<file path="config.mk">
export PLATFORM = sky130hd
export DESIGN_NAME = char_lcd_bus_sequencer
export DESIGN_NICKNAME = d
export VERILOG_FILES = /design/src/sv/lcdseq_pkg.sv /design/src/sv/lcdseq_div10.sv /design/src/sv/lcdseq_writer.sv /design/src/sv/char_lcd_bus_sequencer.sv
export SDC_FILE = /design/constraint.sdc
export NUM_CORES = 1
export LEC_CHECK = 0
export BUFFER_PORTS_ARGS = -buffer_cell sky130_fd_sc_hd__buf_2
export CAP_MARGIN = 5
export CORE_MARGIN = 4
export CORE_UTILIZATION = 45
export DETAILED_ROUTE_END_ITERATION = 12
export GPL_ROUTABILITY_DRIVEN = 0
export GPL_TIMING_DRIVEN = 0
export MAX_ROUTING_LAYER = met4
export SLEW_MARGIN = 10
export SYNTH_ARGS = -nofsm -noshare
export SYNTH_HDL_FRONTEND = slang
export SYNTH_SLANG_ARGS = --single-unit
export TNS_END_PERCENT = 50
</file>
<file path="constraint.sdc">
create_clock -name clock -period 13.1 [get_ports clock]
set_input_delay 1.31 -clock clock [delete_from_list [all_inputs] [get_ports clock]]
set_output_delay 1.31 -clock clock [all_outputs]
set_load 0.005 [all_outputs]
</file>
<file path="src/sv/lcdseq_pkg.sv">
package lcdseq_pkg;

   // Display geometry and decimal print depth
   localparam int COLUMNS    = 16;
   localparam int MAX_DIGITS = 10;

   localparam int DIGIT_IDX_W = (MAX_DIGITS > 1) ? $clog2(MAX_DIGITS) : 1;
   localparam int DIGIT_CNT_W = $clog2(MAX_DIGITS + 1);

   // Request kinds
   localparam logic [2:0] KIND_INIT    = 3'd0;
   localparam logic [2:0] KIND_COMMAND = 3'd1;
   localparam logic [2:0] KIND_CHAR    = 3'd2;
   localparam logic [2:0] KIND_CLEAR   = 3'd3;
   localparam logic [2:0] KIND_CURSOR  = 3'd4;
   localparam logic [2:0] KIND_PRINT   = 3'd5;

   // Cursor lines that move the cursor
   localparam logic [1:0] LINE_ONE = 2'd1;
   localparam logic [1:0] LINE_TWO = 2'd2;

   // Controller command bytes
   localparam logic [7:0] CMD_WAKE       = 8'h30;
   localparam logic [7:0] CMD_FUNC_SET   = 8'h38;
   localparam logic [7:0] CMD_CURSOR_OFF = 8'h10;
   localparam logic [7:0] CMD_DISPLAY_ON = 8'h0C;
   localparam logic [7:0] CMD_ENTRY_MODE = 8'h06;
   localparam logic [7:0] CMD_CLEAR      = 8'h01;
   localparam logic [7:0] CMD_HOME       = 8'h02;
   localparam logic [7:0] CMD_SHIFT_R    = 8'h14;
   localparam logic [7:0] CMD_LINE_TWO   = 8'hC0;
   localparam logic [7:0] ASCII_ZERO     = 8'h30;

   // Phase hold times, nominal microseconds
   localparam logic [10:0] HOLD_SETUP    = 11'd6;
   localparam logic [10:0] HOLD_STROBE   = 11'd6;
   localparam logic [10:0] HOLD_RELEASE  = 11'd40;
   localparam logic [10:0] HOLD_POWER_UP = 11'd1500;
   localparam logic [10:0] HOLD_LONG     = 11'd1600;
   localparam logic [10:0] EXTRA_WAKE1   = 11'd500;
   localparam logic [10:0] EXTRA_WAKE2   = 11'd16;
   localparam logic [10:0] EXTRA_NONE    = 11'd0;

   // Divide by ten through a reciprocal multiply
   localparam logic [31:0] RECIP_10    = 32'hCCCC_CCCD;
   localparam int          RECIP_SHIFT = 35;

   localparam logic [2:0] INIT_LAST_STEP = 3'd7;

   // One bus operation handed from the sequencer to the phase writer.
   // single: one phase of its own with hold as given; otherwise a full write
   // whose release phase lasts HOLD_RELEASE plus hold.
   typedef struct packed {
      logic        single;
      logic        use_held;
      logic [7:0]  data;
      logic        rs;
      logic [10:0] hold;
      logic        last;
   } bus_op_type;

   function automatic bus_op_type make_write(input logic [7:0] data, input logic rs,
                                             input logic [10:0] extra, input logic last);
      bus_op_type op;
      op          = '0;
      op.data     = data;
      op.rs       = rs;
      op.hold     = extra;
      op.last     = last;
      return op;
   endfunction

   // Power-up sequence: one wait, then seven command writes
   function automatic bus_op_type init_op(input logic [2:0] step);
      bus_op_type op;
      op = '0;
      unique case (step)
         3'd0: begin
            op.single = 1'b1;
            op.hold   = HOLD_POWER_UP;
         end
         3'd1: op = make_write(CMD_WAKE, 1'b0, EXTRA_WAKE1, 1'b0);
         3'd2: op = make_write(CMD_WAKE, 1'b0, EXTRA_WAKE2, 1'b0);
         3'd3: op = make_write(CMD_WAKE, 1'b0, EXTRA_WAKE2, 1'b0);
         3'd4: op = make_write(CMD_FUNC_SET, 1'b0, EXTRA_NONE, 1'b0);
         3'd5: op = make_write(CMD_CURSOR_OFF, 1'b0, EXTRA_NONE, 1'b0);
         3'd6: op = make_write(CMD_DISPLAY_ON, 1'b0, EXTRA_NONE, 1'b0);
         3'd7: op = make_write(CMD_ENTRY_MODE, 1'b0, EXTRA_NONE, 1'b1);
      endcase
      return op;
   endfunction

endpackage

</file>
<file path="src/sv/lcdseq_div10.sv">
module lcdseq_div10
   import lcdseq_pkg::*;
(
   input  logic        clock,
   input  logic        reset,
   input  logic        start,
   input  logic [31:0] operand,
   output logic        done,
   output logic [31:0] quotient,
   output logic [3:0]  digit
);

   logic        stage_ff, stage_in;
   logic        done_ff, done_in;
   logic [31:0] val_ff, val_in;
   logic [63:0] prod_ff, prod_in;
   logic [31:0] quot_ff, quot_in;
   logic [3:0]  digit_ff, digit_in;
   logic [31:0] q_calc;
   logic [31:0] tens;
   logic [31:0] diff;

   assign stage_in = start;
   assign done_in  = stage_ff;
   assign val_in   = start ? operand : val_ff;
   assign prod_in  = start ? ({32'd0, operand} * {32'd0, RECIP_10}) : prod_ff;

   // Quotient from the reciprocal product, remainder by shift-add back-multiply
   assign q_calc   = 32'(prod_ff >> RECIP_SHIFT);
   assign tens     = (q_calc << 3) + (q_calc << 1);
   assign diff     = val_ff - tens;
   assign quot_in  = stage_ff ? q_calc : quot_ff;
   assign digit_in = stage_ff ? diff[3:0] : digit_ff;

   always_ff @(posedge clock) begin
      if (reset) begin
         stage_ff <= 1'b0;
         done_ff  <= 1'b0;
      end else begin
         stage_ff <= stage_in;
         done_ff  <= done_in;
      end
   end

   always_ff @(posedge clock) begin
      val_ff   <= val_in;
      prod_ff  <= prod_in;
      quot_ff  <= quot_in;
      digit_ff <= digit_in;
   end

   assign done     = done_ff;
   assign quotient = quot_ff;
   assign digit    = digit_ff;

endmodule

</file>
<file path="src/sv/lcdseq_writer.sv">
module lcdseq_writer
   import lcdseq_pkg::*;
(
   input  logic        clock,
   input  logic        reset,
   input  logic        cmd_valid,
   input  bus_op_type  cmd_op,
   output logic        cmd_ready,
   input  logic        rsp_stall,
   output logic        rsp_valid,
   output logic [7:0]  rsp_data_bus,
   output logic        rsp_reg_select,
   output logic        rsp_enable,
   output logic [10:0] rsp_hold_time,
   output logic        rsp_last
);

   typedef enum logic [2:0] {
      STEP_SETUP   = 3'b001,
      STEP_STROBE  = 3'b010,
      STEP_RELEASE = 3'b100
   } write_step_type;

   logic           busy_ff, busy_in;
   bus_op_type     op_ff, op_in;
   write_step_type step_ff, step_in;
   logic           out_valid_ff, out_valid_in;
   logic [7:0]     held_data_ff, held_data_in;
   logic           held_select_ff, held_select_in;
   logic [7:0]     out_data_ff, out_data_in;
   logic           out_rs_ff, out_rs_in;
   logic           out_e_ff, out_e_in;
   logic [10:0]    out_hold_ff, out_hold_in;
   logic           out_last_ff, out_last_in;

   logic           load;
   logic           fin;
   logic [7:0]     ph_data;
   logic           ph_rs;
   logic           ph_e;
   logic [10:0]    ph_hold;

   assign cmd_ready = !busy_ff;
   assign load      = busy_ff && (!out_valid_ff || !rsp_stall);

   always_comb begin
      ph_data = op_ff.use_held ? held_data_ff : op_ff.data;
      ph_rs   = op_ff.use_held ? held_select_ff : op_ff.rs;
      ph_e    = 1'b0;
      ph_hold = op_ff.hold;
      fin     = 1'b1;
      if (!op_ff.single) begin
         unique case (step_ff)
            STEP_SETUP: begin
               ph_hold = HOLD_SETUP;
               fin     = 1'b0;
            end
            STEP_STROBE: begin
               ph_e    = 1'b1;
               ph_hold = HOLD_STROBE;
               fin     = 1'b0;
            end
            default: begin
               ph_hold = HOLD_RELEASE + op_ff.hold;
            end
         endcase
      end
   end

   always_comb begin
      busy_in        = busy_ff;
      op_in          = op_ff;
      step_in        = step_ff;
      held_data_in   = held_data_ff;
      held_select_in = held_select_ff;
      out_data_in    = out_data_ff;
      out_rs_in      = out_rs_ff;
      out_e_in       = out_e_ff;
      out_hold_in    = out_hold_ff;
      out_last_in    = out_last_ff;
      out_valid_in   = out_valid_ff && rsp_stall;
      if (cmd_valid && cmd_ready) begin
         busy_in = 1'b1;
         op_in   = cmd_op;
         step_in = STEP_SETUP;
      end
      if (load) begin
         out_valid_in   = 1'b1;
         out_data_in    = ph_data;
         out_rs_in      = ph_rs;
         out_e_in       = ph_e;
         out_hold_in    = ph_hold;
         out_last_in    = fin && op_ff.last;
         held_data_in   = ph_data;
         held_select_in = ph_rs;
         if (fin) begin
            busy_in = 1'b0;
         end else begin
            step_in = (step_ff == STEP_SETUP) ? STEP_STROBE : STEP_RELEASE;
         end
      end
   end

   always_ff @(posedge clock) begin
      if (reset) begin
         busy_ff        <= 1'b0;
         out_valid_ff   <= 1'b0;
         held_data_ff   <= 8'd0;
         held_select_ff <= 1'b0;
         step_ff        <= STEP_SETUP;
      end else begin
         busy_ff        <= busy_in;
         out_valid_ff   <= out_valid_in;
         held_data_ff   <= held_data_in;
         held_select_ff <= held_select_in;
         step_ff        <= step_in;
      end
   end

   always_ff @(posedge clock) begin
      op_ff       <= op_in;
      out_data_ff <= out_data_in;
      out_rs_ff   <= out_rs_in;
      out_e_ff    <= out_e_in;
      out_hold_ff <= out_hold_in;
      out_last_ff <= out_last_in;
   end

   assign rsp_valid      = out_valid_ff;
   assign rsp_data_bus   = out_data_ff;
   assign rsp_reg_select = out_rs_ff;
   assign rsp_enable     = out_e_ff;
   assign rsp_hold_time  = out_hold_ff;
   assign rsp_last       = out_last_ff;

endmodule

</file>
<file path="src/sv/char_lcd_bus_sequencer.sv">
// Character LCD bus sequencer for an 8-bit parallel character panel. Each request
// transaction (init, command, character, clear, set cursor, print decimal)
// turns into a run of pin-phase transactions on the rsp_ channel, each giving
// the data pins, RS, E and a hold time in nominal microseconds; the final
// phase of a run carries rsp_last. A request is taken only while the
// sequencer is idle, and kinds 6 and 7 are dropped with no output. Each bus
// write is three phases: the phase writer loads its phase register for each
// phase, then takes the next operation. A line-1 cursor move is a home write
// and one right shift per column, and a print decimal first runs every digit
// through the shared divide-by-ten unit (a 32x32 reciprocal multiply followed
// by a shift-add back-multiply) before it writes them. Stalls on the rsp_
// channel hold the run back.
module char_lcd_bus_sequencer
   import lcdseq_pkg::*;
(
   input  logic        clock,
   input  logic        reset,
   input  logic        req_valid,
   output logic        req_stall,
   input  logic [2:0]  req_kind,
   input  logic [31:0] req_value,
   input  logic [1:0]  req_line,
   input  logic [3:0]  req_col,
   output logic        rsp_valid,
   input  logic        rsp_stall,
   output logic [7:0]  rsp_data_bus,
   output logic        rsp_reg_select,
   output logic        rsp_enable,
   output logic [10:0] rsp_hold_time,
   output logic        rsp_last
);

   typedef enum logic [5:0] {
      ST_IDLE   = 6'b000001,
      ST_INIT   = 6'b000010,
      ST_SINGLE = 6'b000100,
      ST_CURSOR = 6'b001000,
      ST_DIV    = 6'b010000,
      ST_PRINT  = 6'b100000
   } seq_state_type;

   seq_state_type          state_ff, state_in;
   logic [2:0]             kind_ff, kind_in;
   logic [7:0]             byte_ff, byte_in;
   logic [1:0]             line_ff, line_in;
   logic [3:0]             col_ff, col_in;
   logic [3:0]             step_ff, step_in;
   logic [31:0]            rem_ff, rem_in;
   logic [DIGIT_CNT_W-1:0] count_ff, count_in;
   logic                   pending_ff, pending_in;
   logic [3:0]             digit_store [MAX_DIGITS];

   logic                   cmd_valid;
   logic                   cmd_ready;
   bus_op_type             cmd_op;
   logic                   div_start;
   logic                   div_done;
   logic [31:0]            div_quot;
   logic [3:0]             div_digit;
   logic [3:0]             col_sat;
   logic                   cursor_fin;
   logic [DIGIT_CNT_W-1:0] count_next;
   logic [DIGIT_CNT_W-1:0] count_prev;
   logic [3:0]             print_digit;

   // Accept only when idle
   assign req_stall = (state_ff != ST_IDLE);

   // Clamp the column to the display width
   assign col_sat = (int'(req_col) > COLUMNS - 1) ? 4'(COLUMNS - 1) : req_col;

   assign cursor_fin  = (step_ff == col_ff);
   assign count_next  = count_ff + DIGIT_CNT_W'(1);
   assign count_prev  = count_ff - DIGIT_CNT_W'(1);
   assign print_digit = digit_store[count_prev[DIGIT_IDX_W-1:0]];

   always_comb begin
      state_in   = state_ff;
      kind_in    = kind_ff;
      byte_in    = byte_ff;
      line_in    = line_ff;
      col_in     = col_ff;
      step_in    = step_ff;
      rem_in     = rem_ff;
      count_in   = count_ff;
      pending_in = pending_ff;
      cmd_valid  = 1'b0;
      cmd_op     = '0;
      div_start  = 1'b0;

      unique case (state_ff)
         ST_IDLE: begin
            if (req_valid) begin
               kind_in  = req_kind;
               byte_in  = req_value[7:0];
               line_in  = req_line;
               col_in   = col_sat;
               step_in  = '0;
               count_in = '0;
               rem_in   = req_value;
               unique case (req_kind)
                  KIND_INIT: state_in = ST_INIT;
                  KIND_COMMAND, KIND_CHAR, KIND_CLEAR: state_in = ST_SINGLE;
                  KIND_CURSOR: state_in = (req_line == LINE_ONE) ? ST_CURSOR : ST_SINGLE;
                  KIND_PRINT: state_in = ST_DIV;
                  default: state_in = ST_IDLE;  // unknown kind: drop
               endcase
            end
         end

         ST_INIT: begin
            cmd_valid = 1'b1;
            cmd_op    = init_op(step_ff[2:0]);
            if (cmd_ready) begin
               step_in = step_ff + 4'd1;
               if (step_ff[2:0] == INIT_LAST_STEP) begin
                  state_in = ST_IDLE;
               end
            end
         end

         ST_SINGLE: begin
            cmd_valid = 1'b1;
            unique case (kind_ff)
               KIND_COMMAND: cmd_op = make_write(byte_ff, 1'b0, EXTRA_NONE, 1'b1);
               KIND_CHAR:    cmd_op = make_write(byte_ff, 1'b1, EXTRA_NONE, 1'b1);
               KIND_CLEAR:   cmd_op = make_write(CMD_CLEAR, 1'b0, HOLD_LONG, 1'b1);
               default: begin
                  if (line_ff == LINE_TWO) begin
                     cmd_op = make_write(CMD_LINE_TWO + {4'd0, col_ff}, 1'b0,
                                         HOLD_LONG, 1'b1);
                  end else begin
                     // Any other line: just wait, pins left as they were
                     cmd_op          = '0;
                     cmd_op.single   = 1'b1;
                     cmd_op.use_held = 1'b1;
                     cmd_op.hold     = HOLD_LONG;
                     cmd_op.last     = 1'b1;
                  end
               end
            endcase
            if (cmd_ready) begin
               state_in = ST_IDLE;
            end
         end

         ST_CURSOR: begin
            // Home, then one right shift per column; long wait on the final write
            cmd_valid = 1'b1;
            cmd_op    = make_write((step_ff == 4'd0) ? CMD_HOME : CMD_SHIFT_R, 1'b0,
                                   cursor_fin ? HOLD_LONG : EXTRA_NONE, cursor_fin);
            if (cmd_ready) begin
               step_in = step_ff + 4'd1;
               if (cursor_fin) begin
                  state_in = ST_IDLE;
               end
            end
         end

         ST_DIV: begin
            // Peel off the least significant digit each pass
            div_start = !pending_ff;
            if (!pending_ff) begin
               pending_in = 1'b1;
            end
            if (div_done) begin
               pending_in = 1'b0;
               rem_in     = div_quot;
               count_in   = count_next;
               if (div_quot == 32'd0 || count_next == DIGIT_CNT_W'(MAX_DIGITS)) begin
                  state_in = ST_PRINT;
               end
            end
         end

         ST_PRINT: begin
            // Most significant digit first
            cmd_valid = 1'b1;
            cmd_op    = make_write(ASCII_ZERO + {4'd0, print_digit}, 1'b1, EXTRA_NONE,
                                   count_ff == DIGIT_CNT_W'(1));
            if (cmd_ready) begin
               count_in = count_prev;
               if (count_ff == DIGIT_CNT_W'(1)) begin
                  state_in = ST_IDLE;
               end
            end
         end

         default: state_in = ST_IDLE;
      endcase
   end

   always_ff @(posedge clock) begin
      if (reset) begin
         state_ff   <= ST_IDLE;
         step_ff    <= '0;
         count_ff   <= '0;
         pending_ff <= 1'b0;
      end else begin
         state_ff   <= state_in;
         step_ff    <= step_in;
         count_ff   <= count_in;
         pending_ff <= pending_in;
      end
   end

   always_ff @(posedge clock) begin
      kind_ff <= kind_in;
      byte_ff <= byte_in;
      line_ff <= line_in;
      col_ff  <= col_in;
      rem_ff  <= rem_in;
   end

   // Digit store: written once per division pass
   always_ff @(posedge clock) begin
      if (state_ff == ST_DIV && div_done) begin
         digit_store[count_ff[DIGIT_IDX_W-1:0]] <= div_digit;
      end
   end

   lcdseq_div10 u_div10 (
      .clock    (clock),
      .reset    (reset),
      .start    (div_start),
      .operand  (rem_ff),
      .done     (div_done),
      .quotient (div_quot),
      .digit    (div_digit)
   );

   lcdseq_writer u_writer (
      .clock          (clock),
      .reset          (reset),
      .cmd_valid      (cmd_valid),
      .cmd_op         (cmd_op),
      .cmd_ready      (cmd_ready),
      .rsp_stall      (rsp_stall),
      .rsp_valid      (rsp_valid),
      .rsp_data_bus   (rsp_data_bus),
      .rsp_reg_select (rsp_reg_select),
      .rsp_enable     (rsp_enable),
      .rsp_hold_time  (rsp_hold_time),
      .rsp_last       (rsp_last)
   );

endmodule

</file>
==> impl_metrics.yaml <==
die:
  boundaryPins: 69
  chipWidth_um: 249
  core_mm2: 0.0568
  die_h_um: 249
  rows: 87
  initial_core_util: 0.459
  die_area_mm2: 0.0619
setup_path:
  worstPathMaxFanout: 6
  cpMostUsedCell: "fa_1"
  worst_ep_arrival_time_ns: 8.28
  critPathLaunchType: "flop"
  path_buf_inv: 3
  cpPeakStageDelay_ns: 0.58
  crit_slowest_cell: "edfxtp_1"
  reg2reg_from: "rem_ff[9]"
  ff2ff_setup_slack_ns: 5.06
  critical_path_class: "flop to flop"
  r2r_cells: 23
  cp-end-kind: "flop"
  crit_chain: "ha_1 -> clkbuf_1 -> xor2_1 -> ha_1 -> a21o_1 -> fa_1 -> inv_1 -> fa_1 -> inv_1 -> fa_1 -> fa_1 -> fa_1 -> fa_1 -> ha_1 -> a21oi_1 -> o21ai_0 -> a221oi_1 -> nand2_1 -> a21o_1 -> a31oi_1 -> o31ai_1 -> a21boi_1 -> xnor2_1"
  worstReg2RegEnd: "u_div10.prod_ff[50]"
  critical-path-top-delay-family: "adder cells"
  cp.required_ns: 13.34
clocking:
  cts_tree: "yes"
  post-cts-setup-buffers: 0
  clock-root-buffer: "clkbuf_16"
  cts_hold_buf: 0
  cts.path.max_buffers: 3
  clock-sinks: 226
  clock_latency_ns: 0.52
  clkTransAtPathRegs_ns: 0.07
  htreeDepth: 1
  cts_resized: 0
  numCtsBuffers: 21
route:
  wl_per_cell_um: 20.8
  routed_via_density: 5.29
  ant_nets: 0
  wl_mm: 67.8
  drcViolationCount: 0
  first_pass_iters: 8
  drt_first_iter_violations: 1151
  dr_total_vias: 17200
synth:
  yosys.area_share.adder: 0.471
  synthCells: 2387
  yosysUniqueCellTypes: 84
  ys_async_sr_fraction: 0
  ys_seq_area_frac: 0.248
  synth_top_family_by_area: "adder cells"
  avgSynthCellArea_um2: 10.9
  synth_fp_nets: 3181
  synth-seq-cells: 226
  synthMuxAreaShare: 0.0198
  ys_warn_count: 0
  synth_top_cell_area_share: 0.297
  synthTopCellsByArea: "fa_1 30%, edfxtp_1 22%, ha_1 17%"
  synth_top_area_cell: "fa_1"
  synth-xor-area-share: 0.0316
  synth-simple-area-share: 0.0719
  synth_compound_area_frac: 0.0679
  ys.flop_type: "edfxtp_1"
  synth-edff-count: 195
  netlist_area_mm2: 0.0261
grt:
  antenna_found_initial: 0
  grt_pass1_wl_mm: 106
  grt-ovfl-total: 0
  track_usage: 0.227
  grt_pass1_vias: 18100
  grt_max_degree: 35
sta:
  finalClockSkew_ns: 0.0304
  hold_viol: 0
  fmax_ghz: 0.124
  fin_crit_sh: 0.614
  worst_slack_ns: 5.06
  period_needed_ns: 8.04
  grt_setup_unrepaired: "false"
  drv_slew: 0
  tightest_slew_ns: 1.15
  relSlewSlack: 0.236
  setup_tns_ns: 0
  setup_viol: 0
finish:
  fin_area_mm2: 0.0281
  nFillCells: 5195
  drive_above_1_share: 0.0661
  num-nets-final: 3275
  seqCellArea_mm2: 0.00648
  area.growth.synth_to_final_pct: 7.80
  multi_input_area_mm2: 0.0173
  diodes: 0
  final_cell_mix: "580 x inv_1, 387 x fa_1, 362 x ha_1"
  final_common_cell: "inv_1"
placement:
  hpwl_mm: 59.1
  dpl-instance-area_mm2: 0.0274
  io_buffers: 67
  dp_slack_ns: 5.22
status:
  status: "complete, no violations"
min_path:
  hold_class: "flop to flop"
  holdPathStages: 0
  hp-start: "u_div10.prod_ff[55]"
  whs_endpoint: "u_div10.quotient[20]"
job:
  drv_cap: 0
-- cells by family after synthesis --
family	Yosys count
flops	226
fa+ha+maj	749
xor+xnor	94
compound gates	262
buf+inv	619
mux	40
other cells	1
simple gates	396
-- through the flow --
step                 util  instances  hold slack (ns)
finish              0.495       3252            0.411
global route        0.495       3252            0.420
CTS                 0.495       3252            0.411
detailed placement  0.483       3214            0.405
global placement    0.481       3210            0.402
floorplan               -       2387            0.400
-- per-layer routing --
layer | global-route usage | wire length (µm)
met5 | - | 0
met4 | 0.0559 | 2200
met3 | 0.0289 | 3920
met2 | 0.368 | 32500
met1 | 0.306 | 29200
-- worst max-delay path by stage --
stage | start | cells after the start | slack, ns | end
detailed placement | rem_ff[18] | 24 | 5.22 | u_div10.prod_ff[63]
floorplan | rem_ff[18] | 24 | 6.51 | u_div10.prod_ff[63]
CTS | rem_ff[18] | 24 | 5.18 | u_div10.prod_ff[63]
global placement | rem_ff[19] | 24 | 5.22 | u_div10.prod_ff[63]
finish | rem_ff[9] | 23 | 5.06 | u_div10.prod_ff[50]
global route | rem_ff[17] | 24 | 4.85 | u_div10.prod_ff[63]
-- synthesized netlist by cell type (4+ instances only) --
master / instances
edfxtp_1: 195
o21ai_0: 46
and3_1: 12
fa_1: 387
a31oi_1: 7
mux2i_1: 20
nor2_1: 79
a22oi_1: 5
nand3_1: 17
mux2_2: 12
nor3_1: 20
dfxtp_1: 31
inv_1: 580
xor2_1: 48
clkbuf_1: 30
buf_2: 6
a211oi_1: 4
ha_1: 362
nor3b_1: 5
o21ai_1: 6
nor4_1: 10
a221oi_1: 4
a21o_1: 35
nand2b_1: 11
mux4_2: 8
nand2_1: 168
nand4_1: 15
or3_1: 4
o21a_1: 8
and2_1: 22
a21oi_1: 84
xnor2_1: 46
nor2b_1: 12
o211ai_1: 11
-- sequential cells by signal, summed over array words and instances, names as in the netlist, 6 cells and up --
register                flops
u_div10.quotient           29
u_writer.held_data_ff       8
u_div10.prod_ff            31
state_ff                    6
u_writer.op_ff             19
u_writer.rsp_data_bus       8
digit_store                40
rem_ff                     32
byte_ff                     8
u_writer.rsp_hold_time     10
-- final cells by class --
class,count,area share
Multi-Input combinational cell,1542,0.615
Sequential cell,226,0.230
Inverter,582,0.0777
Tap cell,756,0.0337
Clock buffer,28,0.0200
Timing Repair Buffer,71,0.0142
Buffer,37,0.00534
Clock inverter,10,0.00396
Power is not shown: default switching activity piles up to over one toggle a cycle in this logic, so the estimate is an artifact.
